### config.mk
export PLATFORM = sky130hd
export DESIGN_NAME = digital_input_filter_mapper_flat
export DESIGN_NICKNAME = d
export VERILOG_FILES = /design/src/hdl/dim_pkg.sv /design/src/hdl/dim_if.sv /design/src/hdl/dim_claim.sv /design/src/hdl/dim_lane.sv /design/src/hdl/dim_merge.sv /design/src/hdl/digital_input_filter_mapper.sv /design/src/flat_wrapper.sv
export SDC_FILE = /design/constraint.sdc
export NUM_CORES = 2
export LEC_CHECK = 0
export ABC_AREA = 0
export BUFFER_PORTS_ARGS = -buffer_cell sky130_fd_sc_hd__buf_2
export CELL_PAD_IN_SITES_DETAIL_PLACEMENT = 0
export CELL_PAD_IN_SITES_GLOBAL_PLACEMENT = 1
export CORE_UTILIZATION = 25
export CTS_CLUSTER_SIZE = 25
export DETAILED_ROUTE_END_ITERATION = 16
export PLACE_DENSITY_LB_ADDON = 0.3
export RECOVER_POWER = 25
export SLEW_MARGIN = 40
export SYNTH_ARGS = -nofsm -noshare
export SYNTH_HDL_FRONTEND = slang
export SYNTH_SLANG_ARGS = --single-unit
### constraint.sdc
create_clock -name clk -period 5.6 [get_ports clk]
set_clock_uncertainty 0.2 [all_clocks]
set_input_delay 1.12 -clock clk [delete_from_list [all_inputs] [get_ports clk]]
set_output_delay 1.12 -clock clk [all_outputs]
set_load 0.01 [all_outputs]
### src/hdl/dim_pkg.sv
// ----------------------------------------------------------------------------
// dim_pkg: shared types and constants for the digital input filter mapper
// Channel count, field widths, polarity and register codes, lane structs and
// helpers that turn a function number into a command-word bit.
// ----------------------------------------------------------------------------
package dim_pkg;

    localparam int CHANNELS   = 8;
    localparam int FUNC_W     = 6;
    localparam int FUNCS      = 32;
    localparam int POL_W      = 3;
    localparam int CNT_W      = 16;
    localparam int PIN_W      = CHANNELS;
    localparam int FUNC_MAP_W = CHANNELS * FUNC_W;
    localparam int POL_MAP_W  = CHANNELS * POL_W;
    localparam int FILT_HALF  = (CHANNELS / 2) * CNT_W;
    localparam int CFG_IDX_W  = 3;
    localparam int CFG_DATA_W = 64;

    // Polarity codes; codes above POL_EDGE mean nothing and hold the bit
    typedef enum logic [POL_W-1:0] {
        POL_LOW  = 3'd0,
        POL_HIGH = 3'd1,
        POL_RISE = 3'd2,
        POL_FALL = 3'd3,
        POL_EDGE = 3'd4
    } polarity_t;

    // Configuration register indexes
    typedef enum logic [CFG_IDX_W-1:0] {
        REG_FUNCTION_MAP = 3'd0,
        REG_POLARITY_MAP = 3'd1,
        REG_FILTER_LOW   = 3'd2,
        REG_FILTER_HIGH  = 3'd3,
        REG_PASSIVE      = 3'd4
    } reg_index_t;

    // Per-lane control from the claim resolver
    typedef struct packed {
        logic touched;        // channel reached this tick
        logic conflict_here;  // channel is the first duplicate claim
    } lane_ctl_t;

    // Per-lane effect on the command word: clear first, then set
    typedef struct packed {
        logic [FUNCS-1:0] clr_bits;
        logic [FUNCS-1:0] set_bits;
    } lane_cmd_t;

    typedef struct packed {
        logic [FUNCS-1:0]    control_word;
        logic [CHANNELS-1:0] logic_levels;
        logic [CHANNELS-1:0] filtered_levels;
        logic                conflict;
    } result_t;

    // Function number names a real command bit
    function automatic logic func_valid(input logic [FUNC_W-1:0] f);
        return (f != '0) && (f <= FUNC_W'(FUNCS));
    endfunction

    // Function drives its bit (valid and not the passive one)
    function automatic logic func_drives(input logic [FUNC_W-1:0] f,
                                         input logic [FUNC_W-1:0] passive);
        return func_valid(f) && (f != passive);
    endfunction

    // One-hot command bit of a function, zero for an invalid number
    function automatic logic [FUNCS-1:0] func_bit(input logic [FUNC_W-1:0] f);
        logic [FUNCS-1:0] b;
        b = '0;
        if (func_valid(f))
        begin
            b = FUNCS'(1) << (f - FUNC_W'(1));
        end
        return b;
    endfunction

endpackage

### src/hdl/dim_if.sv
// ----------------------------------------------------------------------------
// dim_if: channel interfaces of the digital input filter mapper
// Pin sample channel, result channel and configuration write channel, each
// with valid/ready and a source and a sink modport.
// ----------------------------------------------------------------------------
interface dim_pin_if;
    logic                        valid;
    logic                        ready;
    logic [dim_pkg::PIN_W-1:0]   pin_levels;

    modport source (output valid, output pin_levels, input ready);
    modport sink   (input valid, input pin_levels, output ready);
endinterface

interface dim_result_if;
    logic                          valid;
    logic                          ready;
    logic [dim_pkg::FUNCS-1:0]     control_word;
    logic [dim_pkg::CHANNELS-1:0]  logic_levels;
    logic [dim_pkg::CHANNELS-1:0]  filtered_levels;
    logic                          conflict;

    modport source (output valid, output control_word, output logic_levels,
                    output filtered_levels, output conflict, input ready);
    modport sink   (input valid, input control_word, input logic_levels,
                    input filtered_levels, input conflict, output ready);
endinterface

interface dim_cfg_if;
    logic                            valid;
    logic                            ready;
    logic [dim_pkg::CFG_IDX_W-1:0]   index;
    logic [dim_pkg::CFG_DATA_W-1:0]  data;

    modport source (output valid, output index, output data, input ready);
    modport sink   (input valid, input index, input data, output ready);
endinterface

### src/hdl/dim_claim.sv
// ----------------------------------------------------------------------------
// dim_claim: function claim resolver
// Compares the function numbers of all channels pairwise, finds the first
// channel that claims a function already taken, and tells each lane whether
// it is reached this tick and whether it is the conflicting one.
// ----------------------------------------------------------------------------
module dim_claim (
    input  logic [dim_pkg::FUNC_W-1:0] func_sel [dim_pkg::CHANNELS],
    output dim_pkg::lane_ctl_t         ctl      [dim_pkg::CHANNELS],
    output logic                       conflict
);

    logic [dim_pkg::CHANNELS-1:0] dup;

    // Flag every valid claim that repeats a lower channel's claim
    always_comb
    begin
        for (int c = 0; c < dim_pkg::CHANNELS; c++)
        begin
            dup[c] = 1'b0;
            for (int j = 0; j < c; j++)
            begin
                if (dim_pkg::func_valid(func_sel[c]) && (func_sel[j] == func_sel[c]))
                begin
                    dup[c] = 1'b1;
                end
            end
        end
    end

    // Reach channels up to and including the first duplicate
    always_comb
    begin
        logic seen;
        seen = 1'b0;
        for (int c = 0; c < dim_pkg::CHANNELS; c++)
        begin
            ctl[c].touched       = !seen;
            ctl[c].conflict_here = dup[c] && !seen;
            seen                 = seen || dup[c];
        end
    end

    assign conflict = |dup;

endmodule

### src/hdl/dim_lane.sv
// ----------------------------------------------------------------------------
// dim_lane: one input channel
// Holds the channel's debounce counter, raw and filtered level, logic level
// and active function; computes its next state and its effect on the
// command word for the sample being transferred.
// ----------------------------------------------------------------------------
module dim_lane (
    input  logic                          clk,
    input  logic                          rst_n,
    input  logic                          advance,
    input  logic                          pin,
    input  logic [dim_pkg::FUNC_W-1:0]    func,
    input  logic [dim_pkg::POL_W-1:0]     polarity,
    input  logic [dim_pkg::CNT_W-1:0]     filter_time,
    input  logic [dim_pkg::FUNC_W-1:0]    passive,
    input  dim_pkg::lane_ctl_t            ctl,
    output logic                          filtered_level,
    output logic                          logic_level,
    output dim_pkg::lane_cmd_t            cmd
);

    logic [dim_pkg::FUNC_W-1:0] active_reg, active_next;
    logic [dim_pkg::CNT_W-1:0]  count_reg, count_next;
    logic                       raw_reg, raw_next;
    logic                       filt_reg, filt_next;
    logic                       logic_reg, logic_next;

    logic                       changed;
    logic                       process;
    logic [dim_pkg::CNT_W-1:0]  count_inc;
    logic                       qualify;
    logic [dim_pkg::FUNCS-1:0]  own_bit;
    logic                       drive;

    // Function change and whether the channel is filtered this tick
    assign changed = ctl.touched && (active_reg != func);
    assign process = ctl.touched && !ctl.conflict_here && dim_pkg::func_valid(func);
    assign own_bit = dim_pkg::func_bit(func);
    assign drive   = dim_pkg::func_drives(func, passive);

    // Restart on a raw change, then count and compare against the filter time
    assign count_inc = ((raw_reg != pin) ? '0 : count_reg) + dim_pkg::CNT_W'(1);
    assign qualify   = count_inc > filter_time;

    // Next state of the channel
    always_comb
    begin
        active_next = changed ? func : active_reg;
        raw_next    = raw_reg;
        count_next  = count_reg;
        filt_next   = filt_reg;
        logic_next  = logic_reg;
        if (process)
        begin
            raw_next   = pin;
            count_next = qualify ? '0 : count_inc;
            filt_next  = qualify ? pin : filt_reg;
            case (dim_pkg::polarity_t'(polarity))
                dim_pkg::POL_LOW:  logic_next = filt_next;
                dim_pkg::POL_HIGH: logic_next = !filt_next;
                default:           logic_next = logic_reg;
            endcase
        end
    end

    // Command word effect: drop the old function's bit, then drive the new one
    always_comb
    begin
        cmd.clr_bits = '0;
        cmd.set_bits = '0;
        if (changed && dim_pkg::func_drives(active_reg, passive))
        begin
            cmd.clr_bits = dim_pkg::func_bit(active_reg);
        end
        if (drive && ctl.conflict_here)
        begin
            cmd.clr_bits = cmd.clr_bits | own_bit;
        end
        else if (drive && process)
        begin
            if (logic_next)
            begin
                cmd.set_bits = own_bit;
            end
            else
            begin
                cmd.clr_bits = cmd.clr_bits | own_bit;
            end
        end
    end

    // Hold channel state between transfers
    always_ff @(posedge clk or negedge rst_n)
    begin
        if (!rst_n)
        begin
            active_reg <= '0;
            count_reg  <= '0;
            raw_reg    <= 1'b0;
            filt_reg   <= 1'b0;
            logic_reg  <= 1'b0;
        end
        else if (advance)
        begin
            active_reg <= active_next;
            count_reg  <= count_next;
            raw_reg    <= raw_next;
            filt_reg   <= filt_next;
            logic_reg  <= logic_next;
        end
    end

    assign filtered_level = filt_next;
    assign logic_level    = logic_next;

endmodule

### src/hdl/dim_merge.sv
// ----------------------------------------------------------------------------
// dim_merge: command word merge
// Applies the lanes' clear and set masks to the command word in channel
// order, so a later channel's change overrides an earlier one's.
// ----------------------------------------------------------------------------
module dim_merge (
    input  logic [dim_pkg::FUNCS-1:0] base_word,
    input  dim_pkg::lane_cmd_t        cmd [dim_pkg::CHANNELS],
    output logic [dim_pkg::FUNCS-1:0] merged_word
);

    // Fold lane effects in index order
    always_comb
    begin
        logic [dim_pkg::FUNCS-1:0] w;
        w = base_word;
        for (int c = 0; c < dim_pkg::CHANNELS; c++)
        begin
            w = (w & ~cmd[c].clr_bits) | cmd[c].set_bits;
        end
        merged_word = w;
    end

endmodule

### src/hdl/digital_input_filter_mapper.sv
// ----------------------------------------------------------------------------
// digital_input_filter_mapper: debounced digital inputs mapped to functions
// Throughput: one sample per cycle while the skid stage is empty; all channel
// lanes update in the transfer cycle and the command word is merged across
// lanes in that same cycle.
// A two-entry output buffer keeps input transfers going while a result waits.
// Reset clears all channel state, the command word and the configuration.
// ----------------------------------------------------------------------------
module digital_input_filter_mapper (
    input  logic          clk,
    input  logic          rst_n,
    dim_pin_if.sink       pins,
    dim_result_if.source  results,
    dim_cfg_if.sink       cfg
);

    logic [dim_pkg::FUNC_MAP_W-1:0] function_map_reg;
    logic [dim_pkg::POL_MAP_W-1:0]  polarity_map_reg;
    logic [dim_pkg::FILT_HALF-1:0]  filter_low_reg;
    logic [dim_pkg::FILT_HALF-1:0]  filter_high_reg;
    logic [dim_pkg::FUNC_W-1:0]     passive_reg;

    logic [dim_pkg::FUNCS-1:0]      command_reg, command_next;

    dim_pkg::result_t               out_data_reg, skid_data_reg;
    logic                           out_valid_reg, skid_valid_reg;

    logic                           accept;
    logic                           pop;
    dim_pkg::result_t               result;

    logic [2*dim_pkg::FILT_HALF-1:0] filter_all;
    logic [dim_pkg::FUNC_W-1:0]      func_sel  [dim_pkg::CHANNELS];
    dim_pkg::lane_ctl_t              ctl       [dim_pkg::CHANNELS];
    dim_pkg::lane_cmd_t              cmd       [dim_pkg::CHANNELS];
    logic [dim_pkg::CHANNELS-1:0]    filt_next;
    logic [dim_pkg::CHANNELS-1:0]    logic_next;
    logic [dim_pkg::CHANNELS-1:0]    conflict_here_vec;
    logic                            conflict;

    assign accept = pins.valid && pins.ready;
    assign pop    = out_valid_reg && results.ready;

    // Configuration writes
    assign cfg.ready = 1'b1;

    always_ff @(posedge clk or negedge rst_n)
    begin
        if (!rst_n)
        begin
            function_map_reg <= '0;
            polarity_map_reg <= '0;
            filter_low_reg   <= '0;
            filter_high_reg  <= '0;
            passive_reg      <= '0;
        end
        else if (cfg.valid)
        begin
            case (cfg.index)
                dim_pkg::REG_FUNCTION_MAP:
                    function_map_reg <= cfg.data[dim_pkg::FUNC_MAP_W-1:0];
                dim_pkg::REG_POLARITY_MAP:
                    polarity_map_reg <= cfg.data[dim_pkg::POL_MAP_W-1:0];
                dim_pkg::REG_FILTER_LOW:
                    filter_low_reg   <= cfg.data[dim_pkg::FILT_HALF-1:0];
                dim_pkg::REG_FILTER_HIGH:
                    filter_high_reg  <= cfg.data[dim_pkg::FILT_HALF-1:0];
                dim_pkg::REG_PASSIVE:
                    passive_reg      <= cfg.data[dim_pkg::FUNC_W-1:0];
                default:
                    ;
            endcase
        end
    end

    assign filter_all = {filter_high_reg, filter_low_reg};

    // Resolve claims across channels
    dim_claim u_claim (
        .func_sel (func_sel),
        .ctl      (ctl),
        .conflict (conflict)
    );

    // Channel lanes
    for (genvar c = 0; c < dim_pkg::CHANNELS; c++)
    begin : g_lane
        assign func_sel[c]          = function_map_reg[c*dim_pkg::FUNC_W +: dim_pkg::FUNC_W];
        assign conflict_here_vec[c] = ctl[c].conflict_here;

        dim_lane u_lane (
            .clk            (clk),
            .rst_n          (rst_n),
            .advance        (accept),
            .pin            (pins.pin_levels[c]),
            .func           (func_sel[c]),
            .polarity       (polarity_map_reg[c*dim_pkg::POL_W +: dim_pkg::POL_W]),
            .filter_time    (filter_all[c*dim_pkg::CNT_W +: dim_pkg::CNT_W]),
            .passive        (passive_reg),
            .ctl            (ctl[c]),
            .filtered_level (filt_next[c]),
            .logic_level    (logic_next[c]),
            .cmd            (cmd[c])
        );
    end

    // Merge lane effects into the command word
    dim_merge u_merge (
        .base_word   (command_reg),
        .cmd         (cmd),
        .merged_word (command_next)
    );

    always_ff @(posedge clk or negedge rst_n)
    begin
        if (!rst_n)
        begin
            command_reg <= '0;
        end
        else if (accept)
        begin
            command_reg <= command_next;
        end
    end

    // Assemble the result of this transfer
    always_comb
    begin
        result.control_word    = command_next;
        result.logic_levels    = logic_next;
        result.filtered_levels = filt_next;
        result.conflict        = conflict;
    end

    // Two-entry output buffer: output stage plus skid stage
    assign pins.ready = !skid_valid_reg;

    always_ff @(posedge clk or negedge rst_n)
    begin
        if (!rst_n)
        begin
            out_valid_reg  <= 1'b0;
            skid_valid_reg <= 1'b0;
        end
        else if (!out_valid_reg || pop)
        begin
            if (skid_valid_reg)
            begin
                out_valid_reg  <= 1'b1;
                skid_valid_reg <= accept;
            end
            else
            begin
                out_valid_reg  <= accept;
            end
        end
        else if (accept)
        begin
            skid_valid_reg <= 1'b1;
        end
    end

    always_ff @(posedge clk)
    begin
        if (!out_valid_reg || pop)
        begin
            if (skid_valid_reg)
            begin
                out_data_reg <= skid_data_reg;
                if (accept)
                begin
                    skid_data_reg <= result;
                end
            end
            else if (accept)
            begin
                out_data_reg <= result;
            end
        end
        else if (accept)
        begin
            skid_data_reg <= result;
        end
    end

    assign results.valid           = out_valid_reg;
    assign results.control_word    = out_data_reg.control_word;
    assign results.logic_levels    = out_data_reg.logic_levels;
    assign results.filtered_levels = out_data_reg.filtered_levels;
    assign results.conflict        = out_data_reg.conflict;

    // A waiting skid entry always sits behind a valid output entry
    assert property (@(posedge clk) disable iff (!rst_n)
        skid_valid_reg |-> out_valid_reg)
        else $error("skid entry held without an output entry");

    // After every transfer the output stage holds a valid entry
    assert property (@(posedge clk) disable iff (!rst_n)
        accept |=> out_valid_reg)
        else $error("transfer produced no result");

    // At most one lane is the first duplicate claim
    assert property (@(posedge clk) disable iff (!rst_n)
        $onehot0(conflict_here_vec))
        else $error("more than one conflicting lane");

    // The conflict flag is raised only when exactly one lane conflicts
    assert property (@(posedge clk) disable iff (!rst_n)
        conflict |-> $onehot(conflict_here_vec))
        else $error("conflict flag without a conflicting lane");

endmodule

### src/flat_wrapper.sv
// flat-port wrapper written by rule: the top's interface ports become plain ports
module digital_input_filter_mapper_flat 
  (clk, rst_n, pins_valid, pins_pin_levels, pins_ready, results_valid, results_control_word, results_logic_levels, results_filtered_levels, results_conflict, results_ready, cfg_valid, cfg_index, cfg_data, cfg_ready);
  dim_pin_if pins_i ();
  dim_result_if results_i ();
  dim_cfg_if cfg_i ();
  input  logic clk;
  input  logic rst_n;
  input wire logic [$bits(pins_i.valid)-1:0] pins_valid;
  input wire logic [$bits(pins_i.pin_levels)-1:0] pins_pin_levels;
  output wire logic [$bits(pins_i.ready)-1:0] pins_ready;
  output wire logic [$bits(results_i.valid)-1:0] results_valid;
  output wire logic [$bits(results_i.control_word)-1:0] results_control_word;
  output wire logic [$bits(results_i.logic_levels)-1:0] results_logic_levels;
  output wire logic [$bits(results_i.filtered_levels)-1:0] results_filtered_levels;
  output wire logic [$bits(results_i.conflict)-1:0] results_conflict;
  input wire logic [$bits(results_i.ready)-1:0] results_ready;
  input wire logic [$bits(cfg_i.valid)-1:0] cfg_valid;
  input wire logic [$bits(cfg_i.index)-1:0] cfg_index;
  input wire logic [$bits(cfg_i.data)-1:0] cfg_data;
  output wire logic [$bits(cfg_i.ready)-1:0] cfg_ready;
  assign pins_i.valid = pins_valid;
  assign pins_i.pin_levels = pins_pin_levels;
  assign pins_ready = pins_i.ready;
  assign results_valid = results_i.valid;
  assign results_control_word = results_i.control_word;
  assign results_logic_levels = results_i.logic_levels;
  assign results_filtered_levels = results_i.filtered_levels;
  assign results_conflict = results_i.conflict;
  assign results_i.ready = results_ready;
  assign cfg_i.valid = cfg_valid;
  assign cfg_i.index = cfg_index;
  assign cfg_i.data = cfg_data;
  assign cfg_ready = cfg_i.ready;
  digital_input_filter_mapper u_core (.clk(clk), .rst_n(rst_n), .pins(pins_i), .results(results_i), .cfg(cfg_i));
endmodule
Word-level counts from Yosys, hierarchy flattened
Index checks and enable logic that the tools add are counted.

Add/subtract/negate cells: 24. Multipliers: 0. Divide/modulo/power cells: 0. $lt $le $gt $ge: 24. Eq/ne operators: 73. Shift operators: 16. Mux-type cells: 147. Bitwise logic cells: 32. Reduce and logical (&&, ||, !) cells: 188.

Operator list (count): 32-bit two-way mux (54); 64-bit two-way mux (8); 32-bit OR (16); 1-bit by 6-bit left shift with 32-bit output, first input constant (16); 32-bit bitwise AND (8); 16-bit two-way mux (16); 32-bit inverter (8); 49-bit two-way mux (5); 6-bit == test (28); 6-bit inequality test (24); 16-bit by 1-bit adder with 16-bit output, second input constant (8); 16-bit greater-than comparator (8); 1-bit logical AND (110); 6-bit <= comparator, second input constant (16); 6-bit nonzero test (16); 6-bit by 1-bit subtractor with 6-bit output, second input constant (16); 1-bit two-way mux (56); 2-bit AND reduction (22); 3-bit by 1-bit == test with 1-bit output, second input constant (9); 3-bit zero test (9); 1-bit zero test (22); 1-bit one-hot mux with 2 select lines (8); 1-bit inequality test (8); 7-bit OR reduction (1); other kinds (5) (12).

Register bits after elaboration: 538. Latch bits: 0. RAM bits: 0. Memory bits (read-only): 0. Bits of input ports: 80. Output and inout bits: 52. Word-level logic and storage cells: 560. Memories kept: 0.

Depth between registers and ports, before layout
Depth in word-level cells: 30. Gate-level depth with buffers: 24. Mapped depth without buffers: 20.

By module
From an unflattened synthesis, not the netlist that was laid out.

Cell total of the unflattened synthesis: 4669. Area total of the unflattened synthesis: 42096.6 um^2.

Modules (own cells, without submodules): digital_input_filter_mapper (instances 1, cells each 674, area each 12807.3 um^2, seq. area each 8948.6 um^2); dim_lane (u_core.g_lane[4].u_lane ...) (instances 4, cells each 409, area each 3027.9 um^2, seq. area each 625.6 um^2); dim_lane (u_core.g_lane[0].u_lane ...) (instances 3, cells each 403, area each 3037.9 um^2, seq. area each 625.6 um^2); dim_lane (u_core.g_lane[3].u_lane) (instances 1, cells each 408, area each 3035.4 um^2, seq. area each 625.6 um^2); dim_merge (instances 1, cells each 416, area each 2642.5 um^2, seq. area each 0.0 um^2); dim_claim (instances 1, cells each 326, area each 2386.0 um^2, seq. area each 0.0 um^2).

Worst setup path after synthesis
No wires, ideal clock.

Path type: input-to-reg. Start point: in pins_pin_levels[1]. End point: reg u_core.out_data_reg (netlist bit u_core.results.control_word[5]), data pin. Library setup time: 260 ps. Arrival: 6163 ps. Required time: 5140 ps. Setup slack: -1022 ps. Stages on the path: 22. Path buffers: 2. Cell sequence: clkbuf_1 xnor2_1 nand2_1 inv_1 ha_1 nand3_1 or2_2 clkbuf_1 or3_1 a21oi_1 ha_1 a21oi_1 nand2_1 a221oi_1 a31oi_1 mux2_2 a211oi_1 o32ai_1 a32o_1 a221oi_1 o22ai_1 mux2_2.

Word-level cells in the longest chain between the ends: 28. Elaborated cells between the ends (all ways): 30. Classes of those cells: 1 x add/sub; 1 x order compare; 1 x eq/ne; 11 x mux; 15 x bitwise; 1 x reduce/logical.

RTL lines: start: declaration (line flat_wrapper.sv:10) `input wire logic [$bits(pins_i.pin_levels)-1:0] pins_pin_levels;`; 1-bit inequality test (line dim_lane.sv:42) `assign count_inc = ((raw_reg != pin) ? '0 : count_reg) + dim_pkg::CNT_W'(1);`; 16-bit two-way mux (line dim_lane.sv:42); 16-bit by 1-bit adder with 16-bit output (line dim_lane.sv:42); 16-bit greater-than comparator (line dim_lane.sv:43) `assign qualify = count_inc > filter_time;`; 1-bit two-way mux (*) (line dim_lane.sv:57) `filt_next = qualify ? pin : filt_reg;`; 1-bit zero test (line dim_lane.sv:60) `dim_pkg::POL_HIGH: logic_next = !filt_next;`; 1-bit one-hot mux with 2 select lines (*) (line dim_lane.sv:58) `case (dim_pkg::polarity_t'(polarity))`; 1-bit two-way mux (*) (line dim_lane.sv:53) `if (process)`; [... 13 more ...]; 32-bit OR (*) (line dim_merge.sv:19) `w = (w & ~cmd[c].clr_bits) | cmd[c].set_bits;`; 32-bit bitwise AND (*) (line dim_merge.sv:19); 32-bit OR (*) (line dim_merge.sv:19); 32-bit bitwise AND (*) (line dim_merge.sv:19); 32-bit OR (*) (line dim_merge.sv:19); named net u_core.command_next (one bit) (line digital_input_filter_mapper.sv:23) `logic [dim_pkg::FUNCS-1:0] command_reg, command_next;`; 49-bit two-way mux (*) (line digital_input_filter_mapper.sv:175) `else if (accept)`; 49-bit two-way mux (*) (line digital_input_filter_mapper.sv:167) `if (skid_valid_reg)`; end signal: assignment (line digital_input_filter_mapper.sv:169) `out_data_reg <= skid_data_reg;`; end signal: assignment (line digital_input_filter_mapper.sv:177) `out_data_reg <= result;`; end: declaration (line digital_input_filter_mapper.sv:25) `dim_pkg::result_t out_data_reg, skid_data_reg;`.

The timed path passes the listed nets; every way through them passes the cells marked *. The select of a mux whose other input is x is not followed. A chain may end at the register's enable or synchronous reset.

Worst setup path after layout
Start point: in pins_pin_levels[2]. End point: reg u_core.out_data_reg (netlist bit u_core.results.control_word[19]), data pin.

Word-level cells in the longest chain between the ends: 26. Elaborated cells between the ends (all ways): 28. Classes of those cells: 1 x add/sub; 1 x order compare; 1 x eq/ne; 11 x mux; 13 x bitwise; 1 x reduce/logical.

RTL lines (line): 1-bit inequality test (dim_lane.sv:42); 16-bit two-way mux (dim_lane.sv:42); 16-bit by 1-bit adder with 16-bit output (dim_lane.sv:42); 16-bit greater-than comparator (dim_lane.sv:43); 1-bit two-way mux (*) (dim_lane.sv:57); 1-bit zero test (dim_lane.sv:60); 1-bit one-hot mux with 2 select lines (*) (dim_lane.sv:58); 1-bit two-way mux (*) (dim_lane.sv:53); [... 10 more ...]; 32-bit bitwise AND (*) (dim_merge.sv:19); 32-bit OR (*) (dim_merge.sv:19); 32-bit bitwise AND (*) (dim_merge.sv:19); 32-bit OR (*) (dim_merge.sv:19); 32-bit bitwise AND (*) (dim_merge.sv:19); 32-bit OR (*) (dim_merge.sv:19); 49-bit two-way mux (*) (digital_input_filter_mapper.sv:175); 49-bit two-way mux (*) (digital_input_filter_mapper.sv:167).

Mark *: on every way between the ends. The rest lies on a longest branch, timed or not. The select of a mux whose other input is x is not followed.

==> flow_metrics.env <==
export IMPL_r2r_start="u_core.g_lane[2].u_lane.raw_reg$_DFFE_PN0P_"
export IMPL_p_total_uw=23570
export IMPL_n_fill_cell=16859
export IMPL_yosys_warnings=0
export IMPL_final_min_clock_period_ns=5.617
export IMPL_crit_required_ns=5.81
export IMPL_async_flop_share_pct=81.78
export IMPL_fin_area_um2=53150
export IMPL_criticalPathCategory="input pin to flip-flop"
export IMPL_clkLatencyLatePin_ns=0.69
export IMPL_grt_pass1_wl_um=275800
export IMPL_place_congestion=0.9984
export IMPL_hold_buffers=0
export IMPL_port_buffers=130
export IMPL_setup_slack_ns=-0.01719
export IMPL_failed_checks="max-capacitance violations, max-slew violations, negative setup slack"
export IMPL_yosys_top_cells_count="588 x nand2_1, 440 x dfrtp_1, 369 x nor2_1"
export IMPL_ir_drop_v=0.0002352
export IMPL_cts_tree="yes"
export IMPL_synth_top_cell_by_area="dfrtp_1"
export IMPL_vias=39708
export IMPL_synth_top_area_share_pct=27.13
export IMPL_grt_pass1_vias=38511
export IMPL_cp_max_fo=8
export IMPL_seq_area_frac_synth_pct=34.38
export IMPL_drv_slew=195
export IMPL_synthDistinctLibCells=107
export IMPL_reg2reg_depth=22
export IMPL_grtUsageMet3_pct=2.779
export IMPL_synth_edf_count=98
export IMPL_netlist_instances=4706
export IMPL_clock_sinks=538
export IMPL_start_util_pct=25.22
export IMPL_fin_crit_sh_pct=100.3
export IMPL_wl_per_cell_um=25.36
export IMPL_crit_path_end_kind="flip-flop"
export IMPL_clkTransAtPathRegs_ns=0.06
export IMPL_grt_overflow_total=0
export IMPL_r2r_setup_slack_ns=0.05
export IMPL_endpoint="u_core.results.control_word[19]$_DFFE_PP_"
export IMPL_status="complete, but fails checks"
export IMPL_cts_root_buf="clkbuf_16"
export IMPL_chipWidth_um=404.9
export IMPL_reg2reg_to="u_core.results.control_word[19]$_DFFE_PP_"
export IMPL_cp_arrival_ns=5.83
export IMPL_die_y_um=404.9
export IMPL_drive_above_1_share_pct=29.92
export IMPL_ant_nets=0
export IMPL_final_cells=7495
export IMPL_dieArea_um2=163900
export IMPL_drtIter0Drc=3730
export IMPL_numCtsBuffers=70
export IMPL_antenna_found_initial=10
export IMPL_avgSynthCellArea_um2=8.623
export IMPL_via_per_inst=5.298
export IMPL_clockBufferDepth=3
export IMPL_ys_ff_latch=538
export IMPL_htree_levels=3
export IMPL_syn_nets=4922
export IMPL_drc_errors=0
export IMPL_hold_class="flip-flop to flip-flop"
export IMPL_drv_cap=4
export IMPL_core_region_area_um2=160900
export IMPL_place_hpwl_um=147400
export IMPL_grt_busiest_layer="met2"
export IMPL_yosysMostFrequentCell="nand2_1"
export IMPL_rsz0062_at_grt="yes"
export IMPL_tightest_slew_ns=2.364
export IMPL_netlist_area_um2=40580
export IMPL_synth_area_leaders="dfrtp_1 27%, edfxtp_1 7.3%, mux2_2 6.4%"
export IMPL_drt_pre_antenna_iters=6
export IMPL_dpl_cell_area_um2=47950
export IMPL_grt_max_degree=98
export IMPL_io_pins=132
export IMPL_largest_reg_flops=128
export IMPL_grtUsageTotal_pct=22.77
export IMPL_nets=5494
export IMPL_grt_use_met2_pct=36.28
export IMPL_critPathLaunch="pins_pin_levels[2]"
export IMPL_timing_fmax_mhz=178.0
export IMPL_wirelength_um=190100
export IMPL_finalHoldViolCount=0
export IMPL_row_count=147
export IMPL_ys_flop_type="dfrtp_1"
export IMPL_power_leakage_uw=0.02132
export IMPL_relSlewSlack_pct=-57.61
export IMPL_use_met1_pct=31.57
export IMPL_fin_util_pct=33.02
export IMPL_dp_cells=7304
export IMPL_setup_viol=3
export IMPL_startpoint_type="input pin"
export IMPL_pwr_density_cell_nw_per_um2=443.4
export IMPL_areaGrowthSynthToFinish_pct=30.96
==> timing repair <==
action,CTS,global route
pin swaps,58,157
gates cloned,2,0
setup buffers,20,48
hold endpoints to repair,0,0
resized for setup,142,318
setup endpoints to repair,93,96
==> how the worst min path moves through the flow <==
stage	from	to	slack (ns)	depth (start not counted)
after global routing	u_core.filter_high_reg[57]$_DFFE_PN0P_	u_core.filter_high_reg[57]$_DFFE_PN0P_	0.32	1
after detailed placement	u_core.g_lane[6].u_lane.count_reg[1]$_DFFE_PN0P_	u_core.g_lane[6].u_lane.count_reg[1]$_DFFE_PN0P_	0.28	2
final	u_core.g_lane[6].u_lane.count_reg[1]$_DFFE_PN0P_	u_core.g_lane[6].u_lane.count_reg[1]$_DFFE_PN0P_	0.29	2
after CTS	u_core.g_lane[6].u_lane.count_reg[1]$_DFFE_PN0P_	u_core.g_lane[6].u_lane.count_reg[1]$_DFFE_PN0P_	0.30	2
after floorplan	u_core.command_reg[28]$_DFFE_PN0P_	u_core.command_reg[28]$_DFFE_PN0P_	0.24	2
after global placement	u_core.g_lane[4].u_lane.logic_reg$_DFFE_PN0P_	u_core.g_lane[4].u_lane.logic_reg$_DFFE_PN0P_	0.27	2
==> through the flow <==
stage                     hold WS (ns)  setup WS, ns  setup TNS, ns
after CTS                       0.2971     0.0009552              0
after global placement          0.2746        -1.516         -88.99
after detailed placement        0.2843        -1.577         -94.37
final                           0.2937      -0.01719       -0.04269
after floorplan                 0.2436       -0.1337        -0.9093
after global routing            0.3162       -0.1240         -2.043
==> layer usage <==
layer / vias to the layer above / share of wire, %
met5: - / 0.0063
met4: 2 / 3.8
met3: 307 / 5.5
met2: 1318 / 45
met1: 19889 / 46
li1: 18192 / -
==> cells in the final DEF, fill, tap and decap left out, types with 23 or more instances in the layout <==
master     synthesis  final
nand2_1          588    572
o41ai_1           39     39
buf_2             83    124
nor2_1           369    342
ha_1             136    127
inv_1            200    197
nand4_1          108    108
a21oi_1          133    100
or3_1             49     37
o22ai_1           47     37
mux2_2           229    216
xor2_1           180    172
o21ai_1            9     27
dfrtp_1          440    437
nand2b_1          43     42
nor4_1            68     47
a21oi_2            2     26
buf_6              4     39
a31oi_1           37     26
nor2b_1           46     43
clkbuf_16          0     73
nand3_1          167    155
o21ai_0          237    202
o211ai_1          27     27
and2_1            59     47
nand3b_1          28     28
nor3_1           101     79
edfxtp_1          98     98
o31ai_1           34     23
xnor2_1          276    264
and3_1            42     41
a22o_1            60     59
buf_4             15    641
==> worst max-delay path, stage by stage <==
cell      delay [ns]
buf_8           0.11
xnor2_4         0.15
and2_4          0.18
ha_4            0.14
nand3_4         0.07
or3_4           0.42
buf_6           0.14
xor2_2          0.17
ha_1            0.29
nand4_1         0.19
a2111o_1        0.48
buf_6           0.13
a311oi_2        0.23
buf_6           0.21
nor3_4          0.08
nor3_2          0.25
buf_4           0.24
nand4_1         0.10
o211ai_1        0.21
a31oi_2         0.20
buf_4           0.20
a211oi_4        0.36
o31ai_2         0.11
==> layout make-up <==
cell class / count / area, um2 / share of cell area [%]
Antenna cell: 1 / 2.502 / 0.004709
Sequential cell: 538 / 13960 / 26.26
Clock inverter: 40 / 486.7 / 0.9158
Inverter: 200 / 750.7 / 1.413
Multi-Input combinational cell: 3645 / 27120 / 51.04
Timing Repair Buffer: 823 / 6170 / 11.61
Tap cell: 2160 / 2703 / 5.085
Clock buffer: 88 / 1953 / 3.675
==> power breakdown <==
group / switching (uW) / internal, uW
logic: 7280 / 5040
registers: 1380 / 4970
clock network: 1990 / 2910
total: 10700 / 12900
==> cell families after synthesis <==
family	Yosys count	share of synthesized area, %
other	1	0.009241
XOR/XNOR	456	9.842
multiplexers	250	6.872
flip-flops	538	34.38
buffers and inverters	525	5.331
AND/OR/NAND/NOR	1814	22.21
AO/OA/AOI/OAI	986	17.16
adder cells (fa/ha/maj)	136	4.193
Power figures use the tool's default switching activity.
